$ cat src/clns_pkg.sv
// Shared types, codes and helpers for the character-LCD nibble sequencer.
package clns_pkg;

	// Input opcodes
	localparam logic [2:0] OP_INIT    = 3'd0;
	localparam logic [2:0] OP_INSTR   = 3'd1;
	localparam logic [2:0] OP_DATA    = 3'd2;
	localparam logic [2:0] OP_ADDR    = 3'd3;
	localparam logic [2:0] OP_CURSOR  = 3'd4;
	localparam logic [2:0] OP_DISPLAY = 3'd5;
	localparam logic [2:0] OP_REPLY   = 3'd6;

	// Job kinds passed from front to back
	localparam logic [1:0] KIND_CMD   = 2'd0;
	localparam logic [1:0] KIND_INIT  = 2'd1;
	localparam logic [1:0] KIND_REPLY = 2'd2;

	// Fixed bytes
	localparam logic [7:0] INIT_PORT   = 8'hFB;
	localparam logic [7:0] INIT_FIRST  = 8'h28;
	localparam logic [7:0] SET_ADDR    = 8'h80;
	localparam logic [7:0] ROW1_BASE   = 8'h40;
	localparam logic [7:0] ROW2_BASE   = 8'h14;
	localparam logic [7:0] ROW3_BASE   = 8'h54;
	localparam logic [3:0] DISP_CTRL   = 4'b1000;
	localparam logic [3:0] NIB_WAKE    = 4'h3;
	localparam logic [3:0] NIB_FOUR    = 4'h2;
	localparam logic [3:0] NIB_RELEASE = 4'hF;
	localparam logic [7:0] MAX_COLUMN  = 8'd19;
	localparam logic [7:0] MAX_ROW     = 8'd3;

	// One classified request
	typedef struct packed {
		logic [1:0] kind;
		logic [7:0] data;   // command byte, or reply byte for KIND_REPLY
		logic       rs;
	} job_t;

	// Data nibble, E, RW and RS replaced; BL kept
	function automatic logic [7:0] set_lines(input logic [7:0] sh, input logic [3:0] d,
		input logic e, input logic rw, input logic rs);
		return {d, sh[3], e, rw, rs};
	endfunction

	// E replaced, everything else kept
	function automatic logic [7:0] set_e(input logic [7:0] sh, input logic e);
		return {sh[7:3], e, sh[1:0]};
	endfunction

	// Fixed instruction list sent after the init wake-up
	function automatic logic [7:0] init_cmd(input logic [2:0] idx);
		logic [7:0] c;
		case (idx)
			3'd0: c = 8'h28;
			3'd1: c = 8'h0C;
			3'd2: c = 8'h06;
			3'd3: c = 8'h02;
			default: c = 8'h01;
		endcase
		return c;
	endfunction

endpackage

$ cat src/clns_front.sv
// Front end: accepts requests and classifies them into jobs for the queue.
module clns_front (
	input  logic          in_valid,
	output logic          in_ready,
	input  logic [2:0]    opcode,
	input  logic [7:0]    value,
	input  logic [7:0]    column,
	input  logic [7:0]    row,
	input  logic          cursor_on,
	input  logic          blink_on,
	input  logic          display_on,
	input  logic [7:0]    read_byte,
	output logic          push_valid,
	input  logic          push_ready,
	output clns_pkg::job_t push_job
);
	import clns_pkg::*;

	logic       keep;
	logic [7:0] base;
	logic [7:0] cur_addr;

	// Row base address
	always_comb begin
		case (row[1:0])
			2'd0: base = 8'h00;
			2'd1: base = ROW1_BASE;
			2'd2: base = ROW2_BASE;
			default: base = ROW3_BASE;
		endcase
	end

	assign cur_addr = (base + column) | SET_ADDR;

	// Classify; requests that can never cause output are dropped here
	always_comb begin
		keep = 1'b1;
		push_job.kind = KIND_CMD;
		push_job.data = value;
		push_job.rs = 1'b0;
		case (opcode)
			OP_INIT: push_job.kind = KIND_INIT;
			OP_INSTR: push_job.data = value;
			OP_DATA: push_job.rs = 1'b1;
			OP_ADDR: push_job.data = value | SET_ADDR;
			OP_CURSOR: begin
				push_job.data = cur_addr;
				keep = (row <= MAX_ROW) && (column <= MAX_COLUMN);
			end
			OP_DISPLAY: push_job.data = {4'h0, DISP_CTRL} |
				{5'd0, display_on, cursor_on, blink_on};
			OP_REPLY: begin
				push_job.kind = KIND_REPLY;
				push_job.data = read_byte;
			end
			default: keep = 1'b0;
		endcase
	end

	assign in_ready   = push_ready;
	assign push_valid = in_valid && keep;

endmodule

$ cat src/clns_queue.sv
// Short job queue between front and back ends.
module clns_queue #(
	parameter int DEPTH = 2
) (
	input  logic           clk,
	input  logic           arst_n,
	input  logic           push_valid,
	output logic           push_ready,
	input  clns_pkg::job_t push_job,
	output logic           pop_valid,
	input  logic           pop_ready,
	output clns_pkg::job_t pop_job
);
	import clns_pkg::*;

	localparam int PW = (DEPTH > 1) ? $clog2(DEPTH) : 1;
	localparam int CW = $clog2(DEPTH + 1);
	localparam logic [PW-1:0] LAST_IDX = PW'(DEPTH - 1);
	localparam logic [CW-1:0] FULL = CW'(DEPTH);

	job_t          mem_q [DEPTH];
	logic [PW-1:0] wr_ptr_q;
	logic [PW-1:0] rd_ptr_q;
	logic [CW-1:0] count_q;
	logic          do_push;
	logic          do_pop;

	assign push_ready = (count_q != FULL);
	assign pop_valid  = (count_q != '0);
	assign pop_job    = mem_q[rd_ptr_q];
	assign do_push    = push_valid && push_ready;
	assign do_pop     = pop_valid && pop_ready;

	// Storage
	always_ff @(posedge clk) begin
		if (do_push) begin
			mem_q[wr_ptr_q] <= push_job;
		end
	end

	// Pointers and fill count
	always_ff @(posedge clk or negedge arst_n) begin
		if (!arst_n) begin
			wr_ptr_q <= '0;
			rd_ptr_q <= '0;
			count_q  <= '0;
		end else begin
			if (do_push) begin
				wr_ptr_q <= (wr_ptr_q == LAST_IDX) ? '0 : wr_ptr_q + 1'b1;
			end
			if (do_pop) begin
				rd_ptr_q <= (rd_ptr_q == LAST_IDX) ? '0 : rd_ptr_q + 1'b1;
			end
			if (do_push && !do_pop) begin
				count_q <= count_q + 1'b1;
			end else if (do_pop && !do_push) begin
				count_q <= count_q - 1'b1;
			end
		end
	end

endmodule

$ cat src/clns_back.sv
// Back end: steps each job through its port accesses, one per cycle unless out_ready holds the output.
module clns_back (
	input  logic           clk,
	input  logic           arst_n,
	input  logic           job_valid,
	output logic           job_ready,
	input  clns_pkg::job_t job,
	output logic           out_valid,
	input  logic           out_ready,
	output logic [7:0]     port_byte,
	output logic           is_read,
	output logic           command_done,
	output logic           last
);
	import clns_pkg::*;

	// Sequencer steps
	localparam logic [4:0] ST_IDLE = 5'd0;
	localparam logic [4:0] ST_I0   = 5'd1;
	localparam logic [4:0] ST_I1   = 5'd2;
	localparam logic [4:0] ST_I2   = 5'd3;
	localparam logic [4:0] ST_I3   = 5'd4;
	localparam logic [4:0] ST_I4   = 5'd5;
	localparam logic [4:0] ST_I5   = 5'd6;
	localparam logic [4:0] ST_I6   = 5'd7;
	localparam logic [4:0] ST_B0   = 5'd8;
	localparam logic [4:0] ST_E1   = 5'd9;
	localparam logic [4:0] ST_RD   = 5'd10;
	localparam logic [4:0] ST_R0   = 5'd11;
	localparam logic [4:0] ST_F0   = 5'd12;
	localparam logic [4:0] ST_F1   = 5'd13;
	localparam logic [4:0] ST_F2   = 5'd14;
	localparam logic [4:0] ST_F3   = 5'd15;

	// Busy-poll phase
	localparam logic [1:0] PH_IDLE   = 2'd0;
	localparam logic [1:0] PH_FIRST  = 2'd1;
	localparam logic [1:0] PH_SECOND = 2'd2;

	logic [4:0] st_q;
	logic [4:0] st_nxt;
	logic [1:0] phase_q;
	logic [7:0] port_shadow_q;
	logic [7:0] pending_q;
	logic       pending_rs_q;
	logic       busy_seen_q;
	logic [2:0] init_step_q;
	logic [7:0] reply_q;
	logic       out_valid_q;
	logic [7:0] port_byte_q;
	logic       is_read_q;
	logic       done_q;
	logic       last_q;

	logic       step_en;
	logic       take;
	logic       more;
	logic [7:0] sh_nxt;
	logic       rd_nxt;
	logic       done_nxt;
	logic       last_nxt;

	assign job_ready = (st_q == ST_IDLE);
	assign take      = job_valid && job_ready;
	assign step_en   = (st_q != ST_IDLE) && (!out_valid_q || out_ready);
	assign more      = (init_step_q inside {[3'd1:3'd4]});

	// Port value and next step of the current access
	always_comb begin
		sh_nxt   = port_shadow_q;
		rd_nxt   = 1'b0;
		done_nxt = 1'b0;
		last_nxt = 1'b0;
		st_nxt   = st_q;
		case (st_q)
			ST_I0: begin
				sh_nxt = INIT_PORT;
				st_nxt = ST_I1;
			end
			ST_I1, ST_I3: begin
				sh_nxt = set_lines(port_shadow_q, NIB_WAKE, 1'b1, 1'b0, 1'b0);
				st_nxt = st_q + 5'd1;
			end
			ST_I5: begin
				sh_nxt = set_lines(port_shadow_q, NIB_FOUR, 1'b1, 1'b0, 1'b0);
				st_nxt = ST_I6;
			end
			ST_I2, ST_I4: begin
				sh_nxt = set_e(port_shadow_q, 1'b0);
				st_nxt = st_q + 5'd1;
			end
			ST_I6: begin
				sh_nxt = set_e(port_shadow_q, 1'b0);
				st_nxt = ST_B0;
			end
			ST_B0: begin
				sh_nxt = set_lines(port_shadow_q, NIB_RELEASE, 1'b0, 1'b1, 1'b0);
				st_nxt = ST_E1;
			end
			ST_E1: begin
				sh_nxt = set_e(port_shadow_q, 1'b1);
				st_nxt = ST_RD;
			end
			ST_RD: begin
				rd_nxt   = 1'b1;
				last_nxt = 1'b1;
				st_nxt   = ST_IDLE;
			end
			ST_R0: begin
				// reply replaces the shadow, then data 1111, E low, BL high
				sh_nxt = {NIB_RELEASE, 1'b1, 1'b0, reply_q[1:0]};
				st_nxt = (phase_q == PH_FIRST || busy_seen_q) ? ST_E1 : ST_F0;
			end
			ST_F0: begin
				sh_nxt = set_lines(port_shadow_q, pending_q[7:4], 1'b1, 1'b0, pending_rs_q);
				st_nxt = ST_F1;
			end
			ST_F2: begin
				sh_nxt = set_lines(port_shadow_q, pending_q[3:0], 1'b1, 1'b0, pending_rs_q);
				st_nxt = ST_F3;
			end
			ST_F1: begin
				sh_nxt = set_e(port_shadow_q, 1'b0);
				st_nxt = ST_F2;
			end
			ST_F3: begin
				sh_nxt   = set_e(port_shadow_q, 1'b0);
				done_nxt = !more;
				last_nxt = !more;
				st_nxt   = more ? ST_B0 : ST_IDLE;
			end
			default: st_nxt = ST_IDLE;
		endcase
	end

	// Sequencer control state
	always_ff @(posedge clk or negedge arst_n) begin
		if (!arst_n) begin
			st_q          <= ST_IDLE;
			phase_q       <= PH_IDLE;
			port_shadow_q <= '0;
			pending_rs_q  <= 1'b0;
			busy_seen_q   <= 1'b0;
			init_step_q   <= '0;
			out_valid_q   <= 1'b0;
		end else begin
			if (take) begin
				case (job.kind)
					KIND_REPLY: begin
						if (phase_q != PH_IDLE) begin
							st_q <= ST_R0;
						end
					end
					KIND_INIT: begin
						if (phase_q == PH_IDLE) begin
							st_q         <= ST_I0;
							init_step_q  <= 3'd1;
							pending_rs_q <= 1'b0;
						end
					end
					default: begin
						if (phase_q == PH_IDLE) begin
							st_q         <= ST_B0;
							pending_rs_q <= job.rs;
						end
					end
				endcase
			end
			if (step_en) begin
				st_q          <= st_nxt;
				port_shadow_q <= sh_nxt;
				out_valid_q   <= 1'b1;
				if (st_q == ST_R0 && phase_q == PH_FIRST) begin
					busy_seen_q <= reply_q[7];
				end
				if (st_q == ST_RD) begin
					phase_q <= (phase_q == PH_FIRST) ? PH_SECOND : PH_FIRST;
				end
				if (st_q == ST_F3) begin
					phase_q      <= PH_IDLE;
					pending_rs_q <= 1'b0;
					init_step_q  <= more ? init_step_q + 3'd1 : 3'd0;
				end
			end else if (out_ready) begin
				out_valid_q <= 1'b0;
			end
		end
	end

	// Payload registers; a command arriving mid-poll leaves the pending byte alone
	always_ff @(posedge clk) begin
		if (take) begin
			reply_q <= job.data;
			if (phase_q == PH_IDLE) begin
				if (job.kind == KIND_INIT) begin
					pending_q <= INIT_FIRST;
				end else if (job.kind == KIND_CMD) begin
					pending_q <= job.data;
				end
			end
		end
		if (step_en) begin
			port_byte_q <= sh_nxt;
			is_read_q   <= rd_nxt;
			done_q      <= done_nxt;
			last_q      <= last_nxt;
			if (st_q == ST_F3 && more) begin
				pending_q <= init_cmd(init_step_q);
			end
		end
	end

	assign out_valid    = out_valid_q;
	assign port_byte    = port_byte_q;
	assign is_read      = is_read_q;
	assign command_done = done_q;
	assign last         = last_q;

endmodule

$ cat src/char_lcd_nibble_sequencer_top.sv
// Top level of the character-LCD nibble sequencer.
// Turns character-LCD requests into 4-bit expander port accesses (D7-D4, BL, E, RW, RS).
// A request is taken whenever the job queue (QUEUE_DEPTH entries) has room,
// also while results are still going out. The back-end sequencer takes each job
// while idle, then issues one port access per cycle while out_ready is high:
// a command gives 3 accesses ending in a busy-poll read, a read reply 3, 5 or 8,
// and init 10; a command or init taken mid-poll, or a reply with no poll pending,
// gives none; an unused opcode or an off-screen cursor is dropped in the front end.
// Read replies must be fed back as requests with opcode 6.
module char_lcd_nibble_sequencer_top #(
	parameter int QUEUE_DEPTH = 2
) (
	input  logic       clk,
	input  logic       arst_n,
	input  logic       in_valid,
	output logic       in_ready,
	input  logic [2:0] opcode,
	input  logic [7:0] value,
	input  logic [7:0] column,
	input  logic [7:0] row,
	input  logic       cursor_on,
	input  logic       blink_on,
	input  logic       display_on,
	input  logic [7:0] read_byte,
	output logic       out_valid,
	input  logic       out_ready,
	output logic [7:0] port_byte,
	output logic       is_read,
	output logic       command_done,
	output logic       last
);
	import clns_pkg::*;

	logic push_valid;
	logic push_ready;
	job_t push_job;
	logic pop_valid;
	logic pop_ready;
	job_t pop_job;

	// Request classification
	clns_front u_front (
		.in_valid   (in_valid),
		.in_ready   (in_ready),
		.opcode     (opcode),
		.value      (value),
		.column     (column),
		.row        (row),
		.cursor_on  (cursor_on),
		.blink_on   (blink_on),
		.display_on (display_on),
		.read_byte  (read_byte),
		.push_valid (push_valid),
		.push_ready (push_ready),
		.push_job   (push_job)
	);

	// Job queue
	clns_queue #(
		.DEPTH (QUEUE_DEPTH)
	) u_queue (
		.clk        (clk),
		.arst_n     (arst_n),
		.push_valid (push_valid),
		.push_ready (push_ready),
		.push_job   (push_job),
		.pop_valid  (pop_valid),
		.pop_ready  (pop_ready),
		.pop_job    (pop_job)
	);

	// Port access sequencer
	clns_back u_back (
		.clk          (clk),
		.arst_n       (arst_n),
		.job_valid    (pop_valid),
		.job_ready    (pop_ready),
		.job          (pop_job),
		.out_valid    (out_valid),
		.out_ready    (out_ready),
		.port_byte    (port_byte),
		.is_read      (is_read),
		.command_done (command_done),
		.last         (last)
	);

endmodule
$ cat config.mk
export PLATFORM = sky130hd
export DESIGN_NAME = char_lcd_nibble_sequencer_top
export DESIGN_NICKNAME = d
export VERILOG_FILES = /design/src/clns_pkg.sv /design/src/clns_front.sv /design/src/clns_queue.sv /design/src/clns_back.sv /design/src/char_lcd_nibble_sequencer_top.sv
export SDC_FILE = /design/constraint.sdc
export NUM_CORES = 1
export LEC_CHECK = 0
export BUFFER_PORTS_ARGS = -buffer_cell sky130_fd_sc_hd__buf_2
export CAP_MARGIN = 20
export CORE_ASPECT_RATIO = 2
export CORE_MARGIN = 2
export CORE_UTILIZATION = 40
export CTS_CLUSTER_SIZE = 28
export DETAILED_ROUTE_END_ITERATION = 7
export PLACE_DENSITY = 0.56
export SYNTH_ARGS = -nofsm -noshare
export SYNTH_HDL_FRONTEND = slang
export SYNTH_SLANG_ARGS = --single-unit
$ cat constraint.sdc
create_clock -name clk -period 4.9 [get_ports clk]
set_input_delay 0.245 -clock clk [delete_from_list [all_inputs] [get_ports clk]]
set_output_delay 0.245 -clock clk [all_outputs]
set_load 0.02 [all_outputs]
==> results.md <==
* DRC Markers at 0
* Initial antenna violation count at 0
* Ant. Diodes at 0
* Rows at 50
* Clock root cell: clkbuf_16
* RSZ-0062 raised after global routing: false
* Worst Path Class, Setup: flip-flop to flip-flop
* Final WL at 8410 microns
* I/O pin count at 55
* Share of cells above drive strength 1 at 0.184
* Crit Path Max Fanout at 24
* Vias in the first global route at 2831
* HPWL Detailed at 6570 microns
* Max frequency at 332 MHz
* Max Buffers Root-to-Sink at 2
* Count of TritonRoute iterations in the first routing pass at 5
* Most common cell after layout, fill and taps aside: buf_2
* Synth warn at 0
* Final Hold Fails at 0
* Hold Startpoint: value[4]
* Ranking of synthesized cells by area: edfxtp_1 29%, dfrtp_1 17%, ha_1 5.3%
* IO buf count at 54
* Met2 Wirelength at 4990 microns
* Combinational cell fraction of total power at 0.395
* Switching share of power at 0.376
* DP Cell Count at 510
* R2r setup slk at 1890 ps
* Htree depth at 3
* Multi-input logic area at 1740 sq um
* Gate Count Post-Synth at 369
* Synthesized area at 3750 sq um
* Sum Neg Setup Slack at 0 ps
* Setup crit start kind: flip-flop
* Commonest non-fill, non-tap cells in the layout: 54 x buf_2, 36 x nand2_1, 36 x edfxtp_1, 32 x nor2_1, 25 x dfrtp_1
* Die Wd at 72.5 microns
* Slowest stage delay, CP at 500 ps
* Crit path DAT at 3230 ps
* Worst-path clk slew at 50 ps
* CTS tree: yes
* Clock share of power at 0.227
* CP cell instances: inv_1, ha_1, or4b_1, nand2_1, inv_2, nand3_1, nand2_2, o22a_1
* All-Layer GR Usage at 0.176
* Seq cells post-synth at 69
* Largest net degree at the start of global routing at 26
* Wl on met1 at 2910 microns
* Area growth from synthesis to layout at 16.8%
* Synth area leader: edfxtp_1
* Setup Skew at 7.65 ps
* Die height at 141 microns
* Cell variety after synth at 57
* First DRT Iteration DRCs at 272
* Fin. max-slew vios at 0
* Max Cap Viol at 0
* Ys flop type: edfxtp_1
* Routability Congestion at 0.805
* NumNets Final at 476
* First-pass GRT wire length at 13400 microns
* Final ANT Viol Nets at 0
* Gr ovfl total at 0
* Clock Latency Late Sink at 330 ps
* Critical path's slowest cell: or4b_1
* Sequential power share at 0.378
* Via count at 2887
* Clk sink count at 69
* Fillers at 885
* Full die area at 10200 sq um
* Met3 WL post-DR at 261 microns
* Endpoint class of the critical path: flip-flop
* CTS buffer count at 9
* Pint at 1.72 mW
* Tmin final at 3010 ps
* Crit path required time at 5120 ps
* Avg Vias per Cell at 5.48
* Worst-Margin Slew at 920 ps
* Critical R2R Launch: u_back.st_q[0]
* Initial Util at 0.405
* Ys async rst share at 0.362
* Max VDD drop at 0.245 mV
* Syn nets at 427
* P_sw at 1.03 mW
* Sequential share of the synthesized area at 0.498
* Highest metal used: met4
* FF/Latch Area at 1870 sq um
* Fin cells at 527
* WL/cell at 16.0 microns
* Average size of a mapped cell at 10.2 sq um
* Status: complete, no violations
* Pwr/cell area at 628 nW/um^2
* Area share of the largest cell type after synthesis at 0.288
* Hold crit path type: input port to flip-flop
* Post-synth EDFFs at 36
* Total core area at 9260 sq um
* P_leak at 1.90 nW
* Slew headroom at 0.384
* # setup viols final at 0
* CP startpoint: u_back.st_q[0]
* Crit share post-route at 0.615
-- registers in the layout (all words and copies together), names as in the netlist, 3 cells and up --
| signal | count |
|---|---|
| u_back.reply_q | 3 |
| u_back.init_step_q | 3 |
| u_back.port_shadow_q | 8 |
| u_back.port_byte | 8 |
| u_queue.mem_q | 22 |
| u_back.st_q | 5 |
| u_back.pending_q | 8 |
-- metal layers --
| metal | track usage | vias up |
|---|---|---|
| met2 | 0.349 | 79 |
| met5 | 0 | - |
| li1 | - | 1451 |
| met4 | 0.0926 | 0 |
| met1 | 0.158 | 1342 |
| met3 | 0.0322 | 15 |
-- final timing paths --
kind / depth (start not counted) / to
setup / recovery: 8 / u_back.pending_q[3]
max in group asynchronous: 2 / u_back.port_shadow_q[0]
hold reg to reg: 1 / u_back.port_shadow_q[0]
hold / removal: 2 / u_queue.mem_q[1][5]
min in group asynchronous: 2 / u_back.phase_q[0]
setup reg to reg: 8 / u_back.pending_q[3]
-- kinds of logic after synthesis --
logic type / Yosys count / synth area share
compound gates: 104 / 0.185
fa+ha+maj: 16 / 0.0534
buf+inv: 37 / 0.0391
flops: 69 / 0.498
mux: 22 / 0.0601
xor+xnor: 10 / 0.0234
simple gates: 111 / 0.141
-- critical path: cells and delay by family (launching register included) --
family                     cells  cell delay [ps]
DFF                            1              420
AOI/OAI and AO/OA              1              240
buffers and inverters          2              460
and+or+nand+nor                4             1320
adders and majority gates      1              450
-- final cells by class --
class / count / share of cell area
multi-input combinational: 263 / 0.397
timing repair buffer: 55 / 0.0640
clock buffer: 14 / 0.0580
clock inverter: 2 / 0.00800
inverter: 20 / 0.0172
sequential: 69 / 0.427
tap: 104 / 0.0297
-- power groups by stage --
stage	Sequential (mW)	Combinational [mW]	Clock, mW
6_report	1.04	1.09	0.623
5_1_grt	1.07	1.21	0.664
4_1_cts	1.04	1.09	0.642
3_5_place_dp	1.05	1.09	0
3_3_place_gp	1.04	1.08	0
2_1_floorplan	1.03	0.823	0
-- cells in the mapped netlist, types with 6 or more instances --
master	n
a21o_1	7
a21oi_1	23
a22o_1	8
buf_2	6
clkbuf_1	11
dfrtp_1	25
dfxtp_1	8
edfxtp_1	36
ha_1	16
inv_1	18
mux2i_1	18
nand2_1	36
nand3_1	7
nor2_1	32
nor3_1	13
o21ai_0	24
xnor2_1	7
-- metrics by stage --
step                 util  hold WS, ps  power, mW  setup WS [ps]  instance area (sq um)
floorplan               -        -50.6       1.85           2840                   3750
global placement    0.440          305       2.12           1980                   4080
detailed placement  0.440          304       2.14           1890                   4080
CTS                 0.473          224       2.78           1890                   4380
global route        0.473          236       2.95           1680                   4380
finish              0.473          233       2.75           1890                   4380
-- timing repair --
action                                  in CTS  in global routing
endpoints found under the setup margin       0                  0
setup buffers                                0                  0
hold buffers                                 1                  0
hold endpoints to repair                    25                  0
gates resized for setup                      0                  0
(Power assumes the default switching activity.)
